### config.mk
export PLATFORM = sky130hd
export DESIGN_NAME = gso_ram
export DESIGN_NICKNAME = d
export VERILOG_FILES = /design/src/hdl/gso_ram.sv
export SDC_FILE = /design/constraint.sdc
export NUM_CORES = 1
export LEC_CHECK = 0
export ABC_AREA = 1
export BUFFER_PORTS_ARGS = -buffer_cell sky130_fd_sc_hd__clkbuf_2
export CAP_MARGIN = 20
export CORE_ASPECT_RATIO = 1.2
export CORE_MARGIN = 3
export CORE_UTILIZATION = 40
export CTS_CLUSTER_DIAMETER = 80
export DETAILED_ROUTE_END_ITERATION = 16
export PLACE_DENSITY = 0.63
export SYNTH_ARGS = -nofsm -noshare
export SYNTH_HDL_FRONTEND = slang
export SYNTH_SLANG_ARGS = --single-unit
### constraint.sdc
create_clock -name clock -period 3.1 [get_ports clock]
set_clock_uncertainty 0.05 [all_clocks]
set_input_delay 0.31 -clock clock [delete_from_list [all_inputs] [get_ports clock]]
set_output_delay 0.31 -clock clock [all_outputs]
set_load 0.1 [all_outputs]
### src/hdl/gso_ram.sv
module gso_ram #(
   parameter int WIDTH = 32,
   parameter int DEPTH = 32
) (
   input  logic                                     clock,
   input  logic                                     wr_en,
   input  logic [((DEPTH > 1) ? $clog2(DEPTH) : 1)-1:0] wr_addr,
   input  logic [WIDTH-1:0]                         wr_data,
   input  logic                                     rd_en,
   input  logic [((DEPTH > 1) ? $clog2(DEPTH) : 1)-1:0] rd_addr,
   output logic [WIDTH-1:0]                         rd_data
);

   logic [WIDTH-1:0] mem_ff [DEPTH];
   logic [WIDTH-1:0] rd_data_ff;

   always_ff @(posedge clock) begin
      if (wr_en) begin
         mem_ff[wr_addr] <= wr_data;
      end
      if (rd_en) begin
         rd_data_ff <= mem_ff[rd_addr];
      end
   end

   assign rd_data = rd_data_ff;

endmodule

# Word-level counts from Yosys, hierarchy flattened
# Memory sizes are Yosys's and may differ from the RTL's. A register that Yosys moved wholly into a read port is not among the register bits.
# Cells that the tools add are included.
# totals
register_bits	0
latch_bits	0
ramBits	1024
romBits	0
inputBits	45
memories	1
# memory_table
memory	depth	width	read_ports	rd_clocked_by_memory_dff	write_ports	line	text
mem_ff	32	32	1	1	1	14	logic [WIDTH-1:0] mem_ff [DEPTH];
# op_classes
addsub	0
mul	0
div	0
order_cmp	0
eq_ne	0
n_shift	0
n_mux	2
bitwise_logic	0
reduce_logical	0
# ops
op	count
two-way mux 1 bit	2

# Depth between registers and ports, before layout
# logic_depth
ltp_word	2
ltp_mapped	12
depth_no_buf	9

# Worst setup path after synthesis
# OpenSTA, ideal clock, no wires.
# synth_timing
path_kind	input port to flip-flop
from	in wr_addr[0] (netlist name)
to	mem mem_ff[0][0], enable pin
arrival_ns	1.965
setup_slack_ns	0.664
stages	3
n_path_buf	0
path_cell_list	inv_1 nand3_1 nor2_1
# synth_lines
element	line	text
start, declared	7	input logic [((DEPTH > 1) ? $clog2(DEPTH) : 1)-1:0] wr_addr,
end, declared	14	
# Straight into the memory's write port.

# Worst setup path in the final report
# layout_timing
from	reg rd_data_ff[31] (netlist: rd_data[31]) (read register of mem_ff)
to	out rd_data[31]
# layout_lines
element	line	text
start, declared	15	logic [WIDTH-1:0] rd_data_ff;
end, declared	11	output logic [WIDTH-1:0] rd_data
# No word-level cell between the ends.

==> summary.md <==
| Metric | Value |
|---|---|
| Die width | `304 um` |
| Critical R2R Capture | `rd_data[17]$_DFFE_PP_` |
| Worst skew pair latency | `0.66 ns` |
| Worst Path Arrival | `1.72 ns` |
| Port bufs | `76` |
| Clock-pin slew on the worst setup and hold paths | `0.06 ns` |
| Dpl cells | `4878` |
| Distinct cells, synth | `13` |
| Die height | `364 um` |
| Hold/Removal Path Class | `in2reg` |
| Total track usage | `20.3%` |
| Startpoint types | `flip-flop` |
| Slew HR | `47.9%` |
| Post-Synthesis Net Count | `3581` |
| Max H-tree Level | `3` |
| First-pass GRT wire length | `170000 um` |
| R2R cell count | `8` |
| GRT overflow | `0` |
| Starting density of the core | `40.5%` |
| DRT Pass-1 Iters | `5` |
| Final Hold Vio Count | `0` |
| Post-cts sizing count | `0` |
| Post-synthesis mux area share | `0%` |
| Area grow syn2layout | `11.6%` |
| N_diodes | `0` |
| Slew @ Worst Pin | `0.781 ns` |
| Placer Congestion | `0.799` |
| DR vias/cell | `5.36` |
| Largest family of logic cells by synthesized area | `simple AND/OR/NAND/NOR gates` |
| Mapped Avg Cell Area | `12.1 um^2` |
| Yosys warnings | `0` |
| Compound-Gate Fraction of Synth Area | `0%` |
| Worst vdd ir | `0.469 mV` |
| Initial antenna violation count | `4` |
| XOR/XNOR Fraction of Synth Area | `0%` |
| Fillers | `9383` |
| Max Cap Violations | `0` |
| Part of the Yosys area used for sequential elements | `74.2%` |
| Core area | `105000 um^2` |
| Largest net degree at the start of global routing | `142` |
| CP max stage delay | `0.53 ns` |
| Non-Filler Instances | `5052` |
| Final ANT Viol Nets | `0` |
| DR WL/cell | `22.7 um` |
| RSZ-0062 raised after global routing | `false` |
| Final WL | `115000 um` |
| Cell area after synthesis | `42700 um^2` |
| Vias in the first global route | `26200` |
| #FFs+latches synth | `1056` |
| Synthesized instance count | `3536` |
| Max clock buf depth | `3` |
| Residual DRC | `0` |
| CP max FO | `1` |
| Post-DP HPWL | `62100 um` |
| Critical path, cell by cell | `clkbuf_2` |
| CTS Buf Count | `96` |
| Clk sinks | `1056` |
| Synth Area in Simple Gates | `22.1%` |
| Root Buffer | `clkbuf_16` |
| Worst R2R Start | `mem_ff[16][17]$_DFFE_PP_` |
| Status | `completed` |
| Post-route setup TNS | `0 ns` |
| Total I/O pin count | `77` |
| Layout cells sized above 1 | `9.22%` |
| Die footprint | `111000 um^2` |
| Critical Path End | `rd_data[31]` |
| CP max-delay cell | `edfxtp_1` |
| CTS tree | `done` |
| Leakage power figure | `17.2 nW` |
| Pwr Density | `620 nW/um^2` |
| CP bufs+invs | `1` |
| Setup bufs post-CTS | `0` |
| Top delay family on crit path | `flip-flops` |
| Cell row count | `130` |
| Worst path required time | `2.74 ns` |
| Vias | `27100` |
| Crit. path cell count | `1` |
| Critical path class | `reg2out` |
| Initial drt markers | `2689` |
| Worst Setup SP | `rd_data[31]$_DFFE_PP_` |
| Tmin final | `2.08 ns` |
| Final Max Tran Viols | `0` |
| Critical path endpoint category | `output pin` |
| Nets | `3635` |
| Reg2Reg Setup Slack | `1.70 ns` |
| Post-synthesis adder-cell area fraction | `0%` |
| Post-CTS Hold Fix Bufs | `0` |
| Fin crit share | `67.1%` |
| Tot Pwr | `29.6 mW` |
| Setup violators final | `0` |
| Fmax achieved | `0.481 GHz` |
-- metrics by stage --
step | hold slack, ns | util (%) | instance area [um^2] | setup slack (ns)
floorplan | 0.359 | - | 42700 | 0.664
global placement | 0.751 | 42.4 | 44700 | 0.789
detailed placement | 0.753 | 42.4 | 44700 | 0.782
CTS | 0.125 | 45.2 | 47700 | 0.968
global route | 0.133 | 45.2 | 47700 | 0.970
finish | 0.147 | 45.2 | 47700 | 1.02
-- area by class of cell --
class                           instances  area (um^2)  share of cell area [%]
Tap cell                             1386         1730                    3.64
Sequential cell                      1056        31700                    66.5
Clock buffer                          119         2490                    5.22
Timing Repair Buffer                  174         1510                    3.16
Inverter                               10         67.6                   0.142
Multi-Input combinational cell       2252         9670                    20.3
Clock inverter                         55          503                    1.05
-- flip-flops by register name, indices dropped and copies added, names as in the netlist --
name / cells
rd_data: 32
mem_ff: 1024
-- synth_stat cells --
cell type | n | area, um^2
clkbuf_1 | 24 | 90.1
edfxtp_1 | 1056 | 31700
buf_8 | 3 | 45.0
inv_8 | 1 | 11.3
nand2_1 | 1440 | 5410
inv_1 | 7 | 26.3
nand3_1 | 780 | 3900
nor2_1 | 32 | 120
buf_2 | 83 | 415
buf_4 | 24 | 180
buf_1 | 18 | 67.6
inv_2 | 2 | 7.51
buf_6 | 66 | 743
-- worst min-delay path by stage --
stage / startpoint / end / slack (ns) / cells past startpoint
6_report: rd_en / rd_data[18]$_DFFE_PP_ / 0.15 / 1
4_1_cts: rd_en / rd_data[31]$_DFFE_PP_ / 0.12 / 1
3_3_place_gp: mem_ff[2][13]$_DFFE_PP_ / rd_data[13]$_DFFE_PP_ / 0.75 / 8
5_1_grt: rd_en / rd_data[31]$_DFFE_PP_ / 0.13 / 1
3_5_place_dp: mem_ff[2][3]$_DFFE_PP_ / rd_data[3]$_DFFE_PP_ / 0.75 / 8
2_1_floorplan: wr_data[0] / mem_ff[0][0]$_DFFE_PP_ / 0.36 / 0
-- metal layers --
layer / vias to the layer above / GRT usage, % / wire length, um
met2: 1000 / 35.3 / 57100
met3: 234 / 2.89 / 7230
met1: 13400 / 25.8 / 46000
li1: 12500 / - / -
met4: 4 / 8.09 / 4290
met5: - / 0 / 23
-- logic make-up (layout without fill, tap and decap cells) --
group	count (synthesis)	count (layout)
buf+inv	228	358
flops	1056	1056
simple gates	2252	2252
-- placed cells by master (no fill, tap or decap), types with 2 or more instances in the layout --
cell | synthesis | layout
nand3_1 | 780 | 780
inv_6 | 0 | 6
buf_8 | 3 | 2
clkbuf_1 | 24 | 23
bufinv_16 | 0 | 8
inv_1 | 7 | 5
buf_12 | 0 | 29
clkbuf_16 | 0 | 96
nand2_1 | 1440 | 1440
clkinv_1 | 0 | 24
edfxtp_1 | 1056 | 1056
clkinvlp_4 | 0 | 5
clkinv_2 | 0 | 12
inv_16 | 0 | 2
nor2_4 | 0 | 32
buf_4 | 24 | 70
clkbuf_2 | 0 | 72
-- power by group --
| group | internal, mW | leakage [nW] | total (mW) | switching [mW] |
|---|---|---|---|---|
| logic | 0.469 | 6.24 | 2.06 | 1.59 |
| registers | 15.9 | 9.55 | 16.0 | 0.0753 |
| clock network | 6.38 | 1.44 | 11.5 | 5.11 |
| total | 22.8 | 17.2 | 29.6 | 6.78 |
Power figures use the tool's default switching activity.
