### config.mk
export PLATFORM = sky130hd
export DESIGN_NAME = gso_sqrt
export DESIGN_NICKNAME = d
export VERILOG_FILES = /design/src/hdl/gso_pkg.sv /design/src/hdl/gso_sqrt.sv
export SDC_FILE = /design/constraint.sdc
export NUM_CORES = 1
export LEC_CHECK = 0
export BUFFER_PORTS_ARGS = -buffer_cell sky130_fd_sc_hd__buf_2
export CAP_MARGIN = 15
export CORE_MARGIN = 3
export CORE_UTILIZATION = 45
export CTS_CLUSTER_SIZE = 20
export DETAILED_ROUTE_END_ITERATION = 16
export REMOVE_ABC_BUFFERS = 1
export SLEW_MARGIN = 20
export SYNTH_ARGS = -nofsm -noshare
export SYNTH_HDL_FRONTEND = slang
export SYNTH_SLANG_ARGS = --single-unit
### constraint.sdc
create_clock -name clock -period 8.9 [get_ports clock]
set_input_delay 1.78 -clock clock [delete_from_list [all_inputs] [get_ports clock]]
set_output_delay 1.78 -clock clock [all_outputs]
set_load 0.05 [all_outputs]
### src/hdl/gso_pkg.sv
package gso_pkg;

   localparam int DATA_W  = 32;
   localparam int VIDX_W  = 2;
   localparam int CIDX_W  = 3;
   localparam int DIM_W   = 4;
   localparam int CNT_W   = 3;
   localparam int CSR_IDX_W = 2;
   localparam int CSR_DAT_W = 4;
   localparam int RSP_DATA_W = 40;
   localparam int RSP_USER_W = 2;
   localparam int DIV_NUM_W  = 96;
   localparam int DIV_DEN_W  = 64;
   localparam int DIV_CNT_W  = 7;

   localparam logic [CSR_IDX_W-1:0] CSR_DIMENSION    = 2'd0;
   localparam logic [CSR_IDX_W-1:0] CSR_VECTOR_COUNT = 2'd1;

   localparam logic [DIV_CNT_W-1:0] DIV_STEPS_COEF = 7'd96;
   localparam logic [DIV_CNT_W-1:0] DIV_STEPS_NORM = 7'd47;

   typedef struct packed {
      logic                    start;
      logic [DIV_CNT_W-1:0]    steps;
      logic [DIV_NUM_W-1:0]    dividend;
      logic [DIV_DEN_W-1:0]    divisor;
   } gso_div_req_type;

   typedef struct packed {
      logic                    done;
      logic [DIV_DEN_W-1:0]    quotient;
   } gso_div_rsp_type;

   function automatic logic signed [DATA_W-1:0] sat32(input logic signed [63:0] x);
      logic signed [DATA_W-1:0] r;
      if (x > 64'sh0000_0000_7FFF_FFFF) begin
         r = 32'sh7FFF_FFFF;
      end else if (x < -64'sh0000_0000_8000_0000) begin
         r = 32'sh8000_0000;
      end else begin
         r = x[DATA_W-1:0];
      end
      return r;
   endfunction

endpackage

### src/hdl/gso_sqrt.sv
module gso_sqrt
   import gso_pkg::*;
(
   input  logic              clock,
   input  logic              reset,
   input  logic              start,
   input  logic [63:0]       radicand,
   output logic              done,
   output logic [DATA_W-1:0] root
);

   logic        busy_ff, busy_in;
   logic        done_ff, done_in;
   logic [5:0]  cnt_ff, cnt_in;
   logic [63:0] x_ff, x_in;
   logic [63:0] r_ff, r_in;
   logic [63:0] b_ff, b_in;
   logic [63:0] trial;

   always_comb begin
      trial   = r_ff + b_ff;
      busy_in = busy_ff;
      done_in = 1'b0;
      cnt_in  = cnt_ff;
      x_in    = x_ff;
      r_in    = r_ff;
      b_in    = b_ff;
      if (start) begin
         busy_in = 1'b1;
         cnt_in  = 6'd32;
         x_in    = radicand;
         r_in    = '0;
         b_in    = 64'h4000_0000_0000_0000;
      end else if (busy_ff) begin
         if (x_ff >= trial) begin
            x_in = x_ff - trial;
            r_in = (r_ff >> 1) + b_ff;
         end else begin
            r_in = r_ff >> 1;
         end
         b_in   = b_ff >> 2;
         cnt_in = cnt_ff - 1'b1;
         if (cnt_ff == 6'd1) begin
            busy_in = 1'b0;
            done_in = 1'b1;
         end
      end
   end

   always_ff @(posedge clock) begin
      if (reset) begin
         busy_ff <= 1'b0;
         done_ff <= 1'b0;
      end else begin
         busy_ff <= busy_in;
         done_ff <= done_in;
      end
      cnt_ff <= cnt_in;
      x_ff   <= x_in;
      r_ff   <= r_in;
      b_ff   <= b_in;
   end

   assign done = done_ff;
   assign root = r_ff[DATA_W-1:0];

endmodule

# Word level (Yosys, flattened, before mapping)
# Index checks and enable logic that the tools add are counted.
[op_classes]
add_sub_neg = 4
n_lt_le_gt_ge = 1
eq_ne = 1
mux = 8
n_bitwise = 1
n_reduce_logical = 4
[ops]
columns = ["operator", "n"]
rows = [
  ["2-to-1 mux 64 bit", 4],
  ["adder 63 x 63 -> 64 bit", 1],
  ["adder 64 x 63 -> 64 bit", 1],
  ["greater-or-equal comparator 64 bit", 1],
  ["subtractor 64 bit", 1],
  ["== test 6 x 1 -> 1 bit, second input constant", 1],
  ["subtractor 6 x 1 -> 6 bit, second input constant", 1],
  ["2-to-1 mux 1 bit", 4],
  ["nonzero test 2 bit", 2],
  ["OR reduction 3 bit", 1],
  ["AND reduction 2 bit", 1],
  ["NOT 1 bit", 1],
]
[totals]
regBits = 168
input_bits = 67
out_inout_bits = 33

# Depth between registers and ports, before layout
[logic_depth]
word_depth = 5
mapped_depth = 24

# Least setup slack after synthesis
# OpenSTA, ideal clock, no wires.
[synth_path]
path_kind = "reg2reg"
from = "register r_ff[2]"
to = "register x_ff[0] (enable)"
t_arrival_ns = 9.164
t_required_ns = 8.325
slack_ns = -0.839
path_stages_with_launch = 21
path_buffers = 3
period_less_slack_ns = 9.739
cell_sequence = "dfxtp_1 ha_1 a31oi_1 o21bai_1 a211oi_1 o31a_1 nor2_1 a31oi_1 o21ai_0 xnor2_1 ha_1 clkbuf_1 nand2_1 or3_1 or3_1 a31o_1 a211oi_4 nor2_2 buf_2 clkbuf_1 o21ai_0"
[synth_between]
elab_chain_len = 4
[synth_lines]
columns = ["element", "line_no", "source"]
rows = [
  ["start, declared", "gso_sqrt.sv:16", "logic [63:0] r_ff, r_in;"],
  ["start signal, assigned", "gso_sqrt.sv:60", "r_ff <= r_in;"],
  ["adder 64 x 63 -> 64 bit", "gso_sqrt.sv:21", "trial = r_ff + b_ff;"],
  ["greater-or-equal comparator 64 bit", "gso_sqrt.sv:35", "if (x_ff >= trial) begin"],
  ["nonzero test 2 bit (no source line)", "-", ""],
  ["AND reduction 2 bit (no source line)", "-", ""],
  ["end signal, assigned", "gso_sqrt.sv:59", "x_ff <= x_in;"],
  ["end, declared", "gso_sqrt.sv:15", "logic [63:0] x_ff, x_in;"],
]
# No other way between the ends.
# A chain may end at the register's enable or synchronous reset.

# Worst setup path in the final report
[layout_path]
from = "register r_ff[2]"
to = "register r_ff[43]"
[layout_between]
elab_chain_len = 3
[layout_lines]
columns = ["element", "line_no"]
rows = [
  ["adder 64 x 63 -> 64 bit", "gso_sqrt.sv:21"],
  ["greater-or-equal comparator 64 bit", "gso_sqrt.sv:35"],
  ["2-to-1 mux 64 bit *", "gso_sqrt.sv:35"],
]
# Every way passes the cells marked *; elsewhere a longest branch is shown, timed or not.

==> impl_results.md <==
* Maximum fanout along the worst path at 20
* Worst-margin pin slew at between 1 and 1.5 ns
* Fmax achieved at 142 MHz
* # clock sinks at 168
* Simple-Gate Fraction of Synth Area at 20.2%
* Die area at 0.0371 mm²
* # DRC at 0
* Vias per cell at between 6 and 7
* DR iter-0 viols at roughly 1,300
* Layout cells sized above 1 at 9.04%
* Root Driver: clkbuf_16
* HPWL Detailed at ~36,000 µm
* Syn Area/Cell at 7.80 µm²
* WL final at 47,300 µm
* Critical Path Start Type: flip-flop
* Seq/Total Area, Yosys at approximately a quarter
* Critical path capture point type: flip-flop
* R2R cell count at 21
* Largest family of logic cells by synthesized area: compound AO/OA/AOI/OAI gates
* WS Path Type: reg -> reg
* Slew HR at about 29%
* Warnings, synthesis at 0
* Filler Cells Inserted at 3,384
* Post-route ant nets at 0
* CP arrival at 7.36 ns
* Placed instance count at approximately 2,400
* Asr flop ratio synth at 0%
* Longest Clk Path Bufs at 2
* Remaining Overflow, GRT at 0
* Finished Cell Area at 0.0168 mm²
* # IOs at 100
* Final min period at 7.04 ns
* # nets final at approximately 2,200
* Layout Utilization at 49.4%
* Worst r2r src: r_ff[2]
* Critical path, cell by cell: ha_1, a31oi_1, o21bai_1, a211oi_1, o31a_1, o21ai_1, a2111oi_0, o21ai_0, a21oi_1, xor2_1, ha_1, nand2_1, nor2_1, nand3_1, nor2_1, nand2_1, a211oi_4, or2_1, buf_4, o21ai_0, a2111oi_0
* WHS Path Cells at 2
* Max-cap violations at 0
* P_leak at ~0.0064 µW
* VDD IR-drop max at roughly 170 µV
* Hold endpoint: cnt_ff[1]
* Worst-path clk slew at 0.07 ns
* Number of cell rows at 67
* Post-synthesis compound-gate area fraction at 27.4%
* Wire per inst at 19.2 µm
* Antenna diode instance count at 0
* Starting density of the core at 46.2%
* Port Buf Inserts at 99
* Clock skew at around 0.014 ns
* GRT Overall Usage at 25.4%
* Area grow syn2layout at 6.92%
* Vias in the first global route at 13,900
* Final GP Congestion at between 0.9 and 1
* First-pass GRT wire length at 74,800 µm
* Worst-Skew Late Latency at roughly 0.46 ns
* Ys flop type: dfxtp_1
* Resized cells post-CTS at 0
* R2R setup slack at 1.86 ns
* Hold WC Path Type: reg -> reg
* Final hold violation count at 0
* Post-Synth Adder-Cell Area at between 10% and 20%
* Synth cell types at 81
* H-tree levels at 4
* Most common cell after layout, fill and taps aside: nand2_1
* Placed inst area at 0.0162 mm²
* EDFF count, synth at 64
* CP max stage cell: a211oi_1
* P per Cell Area at 267 mW/mm²
* Detailed Routing Iterations Pass 1 at 7
* Cts hold-fix bufs at 0
* Pin count of the biggest net entering global routing at 95
* TritonCTS buffer count at 17
* Post-CTS setup buffer count at 0
* Core area at 0.0340 mm²
* Die Y at 193 µm
* Hold_sp: cnt_ff[1]
* Commonest cells after routing, fill and taps aside: 225 x nand2_1, 190 x nor2_1, 177 x o21ai_0
* Final Instance Count excl. Fillers at around 2,500
* Max Slew Vio Count at 0
* CTS tree: done
* Vias at 15,000
* Synthesized flop and latch total at 168
* Status: finished clean
* RSZ-0062 raised after global routing: no
* Data required, critical path at ~9.2 ns
* Syn Inst Count at ~2,000
* Die Span X at 193 µm
* Final period util at 79.1%
* Post-synth design cell area at approximately 0.016 mm²
* Count of final setup violators at 0
* Initial antenna violation count at 0
* CP max stage delay at 0.82 ns
* Worst reg2reg endpoint: r_ff[43]
* Multiplexer share of the synthesized area at 2.53%
* Post-Synth XOR/XNOR Area at 8.43%
-- kinds of logic after synthesis --
group / Yosys count
flops: 168
xor+xnor: 151
mux: 39
fa+ha+maj: 133
compound gates: 657
buf+inv: 183
simple gates: 679
-- power breakdown --
part	total (µW)	switching [µW]	internal (µW)
logic	2530	1580	957
clock network	747	369	378
registers	1200	163	1030
-- synth_stat cells (34+ instances only) --
cell | count | area [µm²]
edfxtp_1 | 64 | 1920
a21oi_1 | 116 | 581
inv_1 | 42 | 158
a21o_1 | 45 | 338
a31oi_1 | 61 | 382
dfxtp_1 | 104 | 2080
nand3_1 | 44 | 220
xnor2_1 | 69 | 604
mux2i_1 | 34 | 340
nor2_1 | 190 | 713
ha_1 | 132 | 1650
xor2_1 | 82 | 718
clkbuf_1 | 91 | 342
nand4_1 | 44 | 275
nand2_1 | 225 | 845
o21ai_0 | 178 | 891
-- flip-flops by register name, indices dropped and copies added, names as in the netlist --
name / cells
busy_ff: 1
cnt_ff: 6
r_ff: 64
done: 1
x_ff: 64
b_ff: 32
-- worst max-delay path by stage --
stage,end,start,slack [ns]
after CTS,r_ff[43],r_ff[2],1.95
after global routing,r_ff[43],r_ff[2],1.32
after detailed placement,r_ff[43],r_ff[2],1.99
final,r_ff[43],r_ff[2],1.86
after global placement,r_ff[47],r_ff[2],2.23
after floorplan,x_ff[0],r_ff[2],-1.62
-- stage by stage --
stage          total power [µW]  hold WS (ns)  TNS (ns)  setup slack (ns)
2_1_floorplan              3030         0.467   -103.40             -1.62
5_1_grt                    4830         0.530         0              1.32
3_3_place_gp               3690         0.481         0              2.23
6_report                   4480         0.502         0              1.86
4_1_cts                    4470         0.503         0              1.95
3_5_place_dp               3710         0.493         0              1.99
-- per-layer routing --
metal / vias to the layer above / global-route usage (%) / share of wire [%]
met5: - / 0 / 0
li1: 7427 / - / -
met4: 0 / 6.70 / 1.9
met2: 445 / 39.0 / 43
met3: 59 / 4.40 / 6.1
met1: 7054 / 36.7 / 49
-- critical path, delay by kind of cell, from the launching register on --
| family | cells | cell delay [ns] |
|---|---|---|
| AOI/OAI and AO/OA | 11 | 3.62 |
| xor gates and xnor gates | 1 | 0.13 |
| DFF | 1 | 0.43 |
| adders and majority gates | 2 | 0.77 |
| buffers and inverters | 1 | 0.41 |
| and+or+nand+nor | 6 | 1.52 |
-- final cells by class --
type	count	area, µm²	share of cell area [%]
inverters	44	165	0.985
clock buffers	18	439	2.62
multi-input cells	1659	10900	64.9
well taps	448	561	3.34
clock inverters	14	129	0.769
repair buffers	111	592	3.53
flip-flops and latches	168	4010	23.9
(Power assumes the default switching activity.)
