[src/hdl/gso_pkg.sv]
package gso_pkg;

   localparam int DATA_W  = 32;
   localparam int VIDX_W  = 2;
   localparam int CIDX_W  = 3;
   localparam int DIM_W   = 4;
   localparam int CNT_W   = 3;
   localparam int CSR_IDX_W = 2;
   localparam int CSR_DAT_W = 4;
   localparam int RSP_DATA_W = 40;
   localparam int RSP_USER_W = 2;
   localparam int DIV_NUM_W  = 96;
   localparam int DIV_DEN_W  = 64;
   localparam int DIV_CNT_W  = 7;

   localparam logic [CSR_IDX_W-1:0] CSR_DIMENSION    = 2'd0;
   localparam logic [CSR_IDX_W-1:0] CSR_VECTOR_COUNT = 2'd1;

   localparam logic [DIV_CNT_W-1:0] DIV_STEPS_COEF = 7'd96;
   localparam logic [DIV_CNT_W-1:0] DIV_STEPS_NORM = 7'd47;

   typedef struct packed {
      logic                    start;
      logic [DIV_CNT_W-1:0]    steps;
      logic [DIV_NUM_W-1:0]    dividend;
      logic [DIV_DEN_W-1:0]    divisor;
   } gso_div_req_type;

   typedef struct packed {
      logic                    done;
      logic [DIV_DEN_W-1:0]    quotient;
   } gso_div_rsp_type;

   function automatic logic signed [DATA_W-1:0] sat32(input logic signed [63:0] x);
      logic signed [DATA_W-1:0] r;
      if (x > 64'sh0000_0000_7FFF_FFFF) begin
         r = 32'sh7FFF_FFFF;
      end else if (x < -64'sh0000_0000_8000_0000) begin
         r = 32'sh8000_0000;
      end else begin
         r = x[DATA_W-1:0];
      end
      return r;
   endfunction

endpackage

[src/hdl/gso_divider.sv]
module gso_divider
   import gso_pkg::*;
(
   input  logic            clock,
   input  logic            reset,
   input  gso_div_req_type req,
   output gso_div_rsp_type rsp
);

   logic                 busy_ff, busy_in;
   logic                 done_ff, done_in;
   logic                 sat_ff, sat_in;
   logic [DIV_CNT_W-1:0] cnt_ff, cnt_in;
   logic [DIV_NUM_W-1:0] num_ff, num_in;
   logic [DIV_DEN_W-1:0] den_ff, den_in;
   logic [DIV_DEN_W-1:0] rem_ff, rem_in;
   logic [DIV_DEN_W-1:0] q_ff, q_in;
   logic [DIV_DEN_W:0]   shifted;
   logic [DIV_DEN_W:0]   reduced;
   logic                 qbit;

   always_comb begin
      shifted = {rem_ff, num_ff[DIV_NUM_W-1]};
      qbit    = (shifted >= {1'b0, den_ff});
      reduced = qbit ? (shifted - {1'b0, den_ff}) : shifted;
      busy_in = busy_ff;
      done_in = 1'b0;
      sat_in  = sat_ff;
      cnt_in  = cnt_ff;
      num_in  = num_ff;
      den_in  = den_ff;
      rem_in  = rem_ff;
      q_in    = q_ff;
      if (req.start) begin
         busy_in = 1'b1;
         sat_in  = 1'b0;
         cnt_in  = req.steps;
         num_in  = req.dividend;
         den_in  = req.divisor;
         rem_in  = '0;
         q_in    = '0;
      end else if (busy_ff) begin
         num_in = {num_ff[DIV_NUM_W-2:0], 1'b0};
         rem_in = reduced[DIV_DEN_W-1:0];
         // freeze once the quotient would pass the signed 64-bit limit
         if (q_ff[DIV_DEN_W-2]) begin
            sat_in = 1'b1;
         end else begin
            q_in = {q_ff[DIV_DEN_W-2:0], qbit};
         end
         cnt_in = cnt_ff - 1'b1;
         if (cnt_ff == DIV_CNT_W'(1)) begin
            busy_in = 1'b0;
            done_in = 1'b1;
         end
      end
   end

   always_ff @(posedge clock) begin
      if (reset) begin
         busy_ff <= 1'b0;
         done_ff <= 1'b0;
      end else begin
         busy_ff <= busy_in;
         done_ff <= done_in;
      end
      sat_ff <= sat_in;
      cnt_ff <= cnt_in;
      num_ff <= num_in;
      den_ff <= den_in;
      rem_ff <= rem_in;
      q_ff   <= q_in;
   end

   assign rsp.done     = done_ff;
   assign rsp.quotient = sat_ff ? 64'h7FFF_FFFF_FFFF_FFFF : q_ff;

endmodule

[config.mk]
export PLATFORM = sky130hd
export DESIGN_NAME = gso_divider
export DESIGN_NICKNAME = d
export VERILOG_FILES = /design/src/hdl/gso_pkg.sv /design/src/hdl/gso_divider.sv
export SDC_FILE = /design/constraint.sdc
export NUM_CORES = 1
export LEC_CHECK = 0
export ABC_AREA = 1
export BUFFER_PORTS_ARGS = -buffer_cell sky130_fd_sc_hd__buf_2
export CORE_MARGIN = 2
export CORE_UTILIZATION = 50
export CTS_CLUSTER_DIAMETER = 120
export DETAILED_ROUTE_END_ITERATION = 8
export PLACE_DENSITY_LB_ADDON = 0.1
export SLEW_MARGIN = 25
export SYNTH_ARGS = -nofsm -noshare
export SYNTH_HDL_FRONTEND = slang
export SYNTH_SLANG_ARGS = --single-unit
[constraint.sdc]
create_clock -name clock -period 11.55 [get_ports clock]
set_input_delay 2.31 -clock clock [delete_from_list [all_inputs] [get_ports clock]]
set_output_delay 2.31 -clock clock [all_outputs]
set_load 0.01 [all_outputs]
**Word-level counts from Yosys, hierarchy flattened**

Cells that the tools add are included.

- Register bits after elaboration: 297
- Bits of input ports: 170
- Logic and storage cells: 30

- $add $sub $neg: 2
- $lt $le $gt $ge: 1
- Equal/unequal tests: 1
- Multiplexer cells: 11
- Bitwise logic cells: 2
- Reduce and logical (&&, ||, !) cells: 4

Operator list:

| kind | count |
|---|---|
| 96-bit 2-to-1 mux | 2 |
| 63-bit 2-to-1 mux | 2 |
| 65-bit by 64-bit >= comparator with 1-bit output | 1 |
| 64-bit 2-to-1 mux | 1 |
| 64-bit subtractor | 1 |
| 7-bit 2-to-1 mux | 2 |
| 7-bit by 1-bit equality test with 1-bit output (second input constant) | 1 |
| 7-bit by 1-bit subtractor with 7-bit output (second input constant) | 1 |
| 1-bit 2-to-1 mux | 4 |
| 2-bit AND reduction | 2 |
| 3-bit OR reduction | 1 |
| 1-bit inverter | 2 |
| 2-bit nonzero test | 1 |

**Depth between registers and ports, before layout**

Gate-level depths: netlist of run 1.

- Word-level depth: 4
- Gate-level depth with buffers: 20
- Mapped depth without buffers: 18

**Least setup slack after synthesis of run 1**

OpenSTA, ideal clock, no wires.

- Path type: input to register
- From: in req[167] (netlist bit)
- To: reg cnt_ff[0], enable pin
- Library setup time: 507 ps
- Arrival: 5476 ps
- Required time: 11043 ps
- Setup slack: 5567 ps
- Stages on the path: 3
- Buffers on the path: 1
- Path through: nor2_1 -> clkinv_1 -> clkbuf_1

- Word-level cells in the longest chain between the ends: 1

Ends and longest elaborated chain:

| what | RTL line | text |
|---|---|---|
| start, declared | gso_divider.sv:6 | `input gso_div_req_type req,` |
| 2-bit nonzero test (no source line) | n/a |  |
| end signal, assigned | gso_divider.sv:68 | `cnt_ff <= cnt_in;` |
| end, declared | gso_divider.sv:13 | `logic [DIV_CNT_W-1:0] cnt_ff, cnt_in;` |

No other way between the ends.
A chain may end at the register's enable or synchronous reset.

**Final worst setup path of run 1**

- From: in req[167] (netlist bit)
- To: reg num_ff[60], enable pin

- Word-level cells in the longest chain between the ends: 1

Ends and longest elaborated chain:

| what | RTL line | text |
|---|---|---|
| 2-bit nonzero test (no source line) | n/a |  |
| end signal, assigned | gso_divider.sv:69 | `num_ff <= num_in;` |
| end, declared | gso_divider.sv:14 | `logic [DIV_NUM_W-1:0] num_ff, num_in;` |

No other way between the ends.

==> qor.yml, run 1 <==
setup_path:
  cp-start-kind: "input pin"
  endpoint_kind: "register"
  reg2regPathDepth: 17
  arrival_ns: 4.33
  crit_required_ns: 11.76
  criticalPathCategory: "input pin to register"
  crit_fanout: 60
synth:
  synthDistinctLibCells: 38
  netlist_area_mm2: 0.0185
  synth_nets: 2927
  ys_warn_count: 0
  syn-mean-instance-area_um2: 6.86
  synth_ff_type: "edfxtp_1"
  synth-edff-count: 167
  ys_async_sr_fraction_pct: 0
  ys_seq_area_share_pct: 41.3
  syn_inst: 2690
  ys_seq_elements: 297
cts:
  cts_hold_buf: 0
  max-clock-path-buffers: 3
  clock-sinks: 297
  cts_tree: "done"
  clk_latency_ns: 0.54
  cts_buffers: 34
  htree_levels: 2
  cts_resized: 0
  cts-root-buf: "clkbuf_16"
  clk_pin_slew_ns: 0.06
  postCtsSetupRepairBufs: 0
floorplanning:
  core_area_mm2: 0.0364
  num_io_pins: 235
  die_area_mm2: 0.0385
  die_y_um: 196
  start_util_pct: 50.6
  die-width_um: 196
  row_count: 70
min_path:
  holdPathStages: 2
  min_path_type: "register to register"
placed_design:
  dp_cells: 3320
  dpl.hpwl_mm: 39.7
  gp_congestion: 0.968
  io_buffer_count: 233
route:
  routedWlPerCell_um: 15.3
  drt_wl_total_mm: 51.9
  via_count: 16800
  drc: 0
  viasPerCell: 4.96
  drtPass1Iterations: 5
  drt-initial-drc-count: 1025
  antenna_left: 0
final_layout:
  layout_common_cells: "1,030 x nand2_1, 431 x inv_1, 234 x nor2_1, 232 x buf_2, 167 x edfxtp_1"
  area_delta_synth_final_pct: 13.5
  layout_commonest_cell: "nand2_1"
  final_nets: 3126
  postLayoutCoreUtil_pct: 57.5
  drive_gt1_share_pct: 13.6
  final_cells: 3390
sta:
  rsz0062_at_grt: "false"
  slew-limit-headroom_pct: 32.0
  tightest_slew_ns: 1.02
  post-route-period-util_pct: 35.7
  final_max_slew_viol_count: 0
  period_needed_ns: 4.12
  setup_viol: 0
  clock_skew_ns: 0.0163
  fin_tns_setup_ns: 0
  hold_violations: 0
  max_freq_mhz: 243
global_routing:
  grt_pass1_vias: 15900
  antenna_found_initial: 14
  grt_max_degree: 114
  grt_pass1_wl_mm: 82.3
  overflow: 0
  grtUsageTotal_pct: 27.1
pwr:
  power_density_mw_per_mm2: 122
  peakVddDrop_mv: 0.138
  leakage_nw: 11.4
job:
  drv_cap: 0
outcome:
  status: "completed"
## worst max-delay path, stage by stage
cell and delay (ns):
buf_6 0.28, nor2_2 0.05, buf_4 0.27, inv_4 0.46
buf_4 0.43, buf_16 0.32
## cell usage after synthesis (all sizes together) (9+ instances only)
cell type	n	area (um2)
a21oi	54	270
buf	30	274
clkbuf	52	195
clkinv	9	33.8
dfxtp	130	2600
edfxtp	167	5010
ha	66	826
inv	436	1640
nand2	1038	3920
nand3	165	886
nand3b	26	195
nand4	21	131
nor2	254	1000
nor3	15	75.1
o21ai	108	541
or2	63	394
xnor2	29	254
## area by class of cell
| cell class | instances | area, um2 |
|---|---|---|
| Antenna cell | 8 | 20.0 |
| Multi-Input combinational cell | 1866 | 8710 |
| Clock inverter | 8 | 88.8 |
| Tap cell | 468 | 586 |
| Fill cell | 3676 | 15500 |
| Sequential cell | 297 | 7620 |
| Timing Repair Buffer | 245 | 1280 |
| Clock buffer | 53 | 952 |
| Inverter | 445 | 1680 |
## routing by layer
metal / wire, um / track usage, % / vias up / part of all wire [%]
met5: 85 / 0 / - / 0.16
met4: 1690 / 9.54 / 14 / 3.3
met3: 3180 / 5.54 / 99 / 6.1
met2: 23700 / 44.6 / 422 / 46
met1: 23200 / 35.6 / 7592 / 45
li1: - / - / 8694 / -
## report_power, final
group / switching (mW) / internal (mW)
registers: 0.0293 / 1.20
clock network: 0.423 / 0.593
logic: 0.196 / 0.116
## per-stage QoR
step | setup WS [ns] | cell area, um2 | total power [mW] | hold WS, ns
global route | 7.31 | 20900 | 2.67 | 0.483
detailed placement | 6.68 | 19800 | 1.57 | 0.457
floorplan | 5.57 | 18500 | 1.45 | 0.439
CTS | 7.25 | 20900 | 2.59 | 0.467
global placement | 6.71 | 19800 | 1.56 | 0.453
finish | 7.43 | 20900 | 2.56 | 0.467
## worst paths after layout
path,startpoint,to,slack [ns]
hold / removal,rem_ff[38],rem_ff[38],0.47
setup / recovery,req[167],num_ff[60],7.43
hold reg to reg,rem_ff[38],rem_ff[38],0.47
setup reg to reg,den_ff[48],rem_ff[56],7.78
## state kept, by name, indices dropped and copies added, names as in the netlist
signal,cells
done_ff,1
sat_ff,1
num_ff,96
den_ff,64
rem_ff,64
cnt_ff,7
q_ff,63
busy_ff,1
## cells by family after synthesis
logic type / Yosys count / synth area share, %
AOI/OAI and AO/OA: 177 / 4.99
xor gates and xnor gates: 33 / 1.57
adders and majority gates: 67 / 4.58
buffers and inverters: 527 / 11.6
DFF: 297 / 41.3
other: 1 / 0.0203
and+or+nand+nor: 1588 / 36.0
Note: power is estimated with default switching activity, not from simulation.
==> run 2, diff against run 1 <==
Clock period 11.55 ns to 3.3 ns, I/O delays scaled along.
==> run 2 against run 1 <==
  * Global-route usage grew 1.3 points
  * Die area unchanged
  * Clock power rose to 3.3 times the previous value
  * Total power increased to 3.4 times the previous value
  * Cell count about the same
  * Combinational power grew to 3.5 times the previous value
  * Setup slack worse by 7.0 ns
  * Via count is 0.11% higher
  * Flip-flop and latch count is the same
  * Sequential share of layout area is 0.054 points lower
  * Register-to-register slack got worse by 7.3 ns
  * Highest routed layer unchanged
==> qor.yml, run 2 (synthesized netlist as in run 1, its figures left out) <==
outcome:
  status: "completed"
global_routing:
  grt_max_degree: 94
  grt_pass1_vias: 16100
  grtUsageTotal_pct: 28.4
  antenna_found_initial: 16
  grt_use_met2_pct: 45.9
  use_met3_pct: 6.33
  overflow: 0
  grt_util_met1_pct: 37.7
  grt_pass1_wl_mm: 86.0
  top_usage_layer: "met2"
sta:
  setup_slack_ns: 0.454
  fin_tns_setup_ns: 0
  hold_violations: 0
  tightest_slew_ns: 0.815
  rsz0062_at_grt: "false"
  setup_viol: 0
  clock_skew_ns: 0.0308
  final_max_slew_viol_count: 0
  post-route-period-util_pct: 86.2
  period_needed_ns: 2.85
  slew-limit-headroom_pct: 45.6
  max_freq_mhz: 351
final_layout:
  layout_common_cells: "1,030 x nand2_1, 431 x inv_1, 234 x nor2_1, 232 x buf_2, 167 x edfxtp_1"
  largest_register_ff_count: 96
  top_regs: "num_ff: 96 flops, den_ff: 64 flops, rem_ff: 64 flops"
  largest_register: "num_ff"
  area_delta_synth_final_pct: 13.6
  final_nets: 3128
  stdcell_area_mm2: 0.0210
  layout_commonest_cell: "nand2_1"
  drive_gt1_share_pct: 14.1
floorplanning:
  die_y_um: 196
  core_area_mm2: 0.0364
  die_area_mm2: 0.0385
  row_count: 70
  die-width_um: 196
  num_io_pins: 235
  start_util_pct: 50.6
setup_path:
  reg2reg_setup_slack_ns: 0.45
  startpoint: "den_ff[12]"
  arrival_ns: 3.31
  crit_required_ns: 3.77
  r2r_start: "den_ff[12]"
  criticalPathCategory: "register to register"
  endpoint_kind: "register"
  crit_fanout: 65
  reg2regPathDepth: 14
  cp-start-kind: "register"
  cp_common_cell: "nand2_1"
  timing.rr.end: "rem_ff[24]"
  critical_path.max_stage_delay_ns: 0.47
  slowest_stage: "nor4_1"
  crit_chain: "inv_1 -> ha_1 -> nand2_1 -> nor2_1 -> nand2_1 -> nor4_1 -> nand2_1 -> nand2_1 -> nor2_4 -> nand2_2 -> buf_12 -> nand2_1 -> nand3_1 -> o21ai_0"
route:
  drt_wl_total_mm: 54.4
  viasPerCell: 4.96
  routedWlPerCell_um: 16.1
  drtPass1Iterations: 5
  drt-initial-drc-count: 984
  drc: 0
  via_count: 16800
  antenna_left: 0
cts:
  cts_buffers: 31
  max-clock-path-buffers: 3
  htree_levels: 1
  clock-sinks: 297
  cts_hold_buf: 0
  cts-root-buf: "clkbuf_16"
  cts_tree: "done"
  clk_latency_ns: 0.60
  clk_pin_slew_ns: 0.06
  cts_resized: 0
  postCtsSetupRepairBufs: 0
min_path:
  min_to: "den_ff[22]"
  min_from: "req[22]"
  holdPathStages: 1
  min_path_type: "input pin to register"
placed_design:
  post-place-ws_ns: 0.523
  gp_congestion: 0.983
  placed_area_mm2: 0.0200
  dpl.hpwl_mm: 42.0
  io_buffer_count: 233
pwr:
  power_mw: 8.78
  leakage_nw: 11.5
  peakVddDrop_mv: 0.405
  power_density_mw_per_mm2: 419
job:
  drv_cap: 0
==> run 2: changes by cell type in the layout (fill, tap and decap cells not counted), moves of 2 or more <==
cell | before | now
buf_12 | 0 | 6
clkbuf_1 | 16 | 7
clkbuf_16 | 34 | 31
clkbuf_2 | 0 | 2
clkbuf_8 | 3 | 6
clkinv_1 | 12 | 8
clkinv_2 | 1 | 9
clkinv_4 | 0 | 2
==> run 2: final cells by class <==
class                      instances  area (um2)
inverter                         445        1680
antenna                            8        20.0
timing repair buffer             250        1380
multi-input combinational       1866        8710
clock buffer                      47         902
tap                              468         586
sequential                       297        7620
fill                            3620       15500
clock inverter                    11        77.6
==> run 2: metrics by stage <==
stage	cells	hold WS, ns	util [%]
2_1_floorplan	2690	0.439	-
3_3_place_gp	3326	0.449	54.8
3_5_place_dp	3326	0.457	54.8
4_1_cts	3384	0.206	57.5
5_1_grt	3387	0.221	57.5
6_report	3392	0.232	57.6
==> run 2: worst max path at each step <==
stage / endpoint / slack (ns)
final: rem_ff[24] / 0.45
after global routing: rem_ff[24] / 0.29
after CTS: rem_ff[24] / 0.50
after detailed placement: rem_ff[24] / 0.52
after global placement: rem_ff[44] / 0.53
after floorplan: cnt_ff[0] / 0.60
==> run 2: worst max-delay path, delay by kind of cell (launching register included) <==
kind	cells	cell delay (ns)
fa+ha+maj	1	0.38
simple gates	10	1.51
buf+inv	2	0.33
compound gates	1	0.11
flops	1	0.32
==> run 2: metal layers <==
layer	wire length (um)	vias to the layer above
met4	2030	20
met3	3600	109
li1	-	8722
met5	126	-
met2	24200	426
met1	24500	7563
==> run 2: report_power, final <==
part	switching (mW)	internal, mW
combinational	0.689	0.409
sequential	0.0984	4.22
clock	1.47	1.89
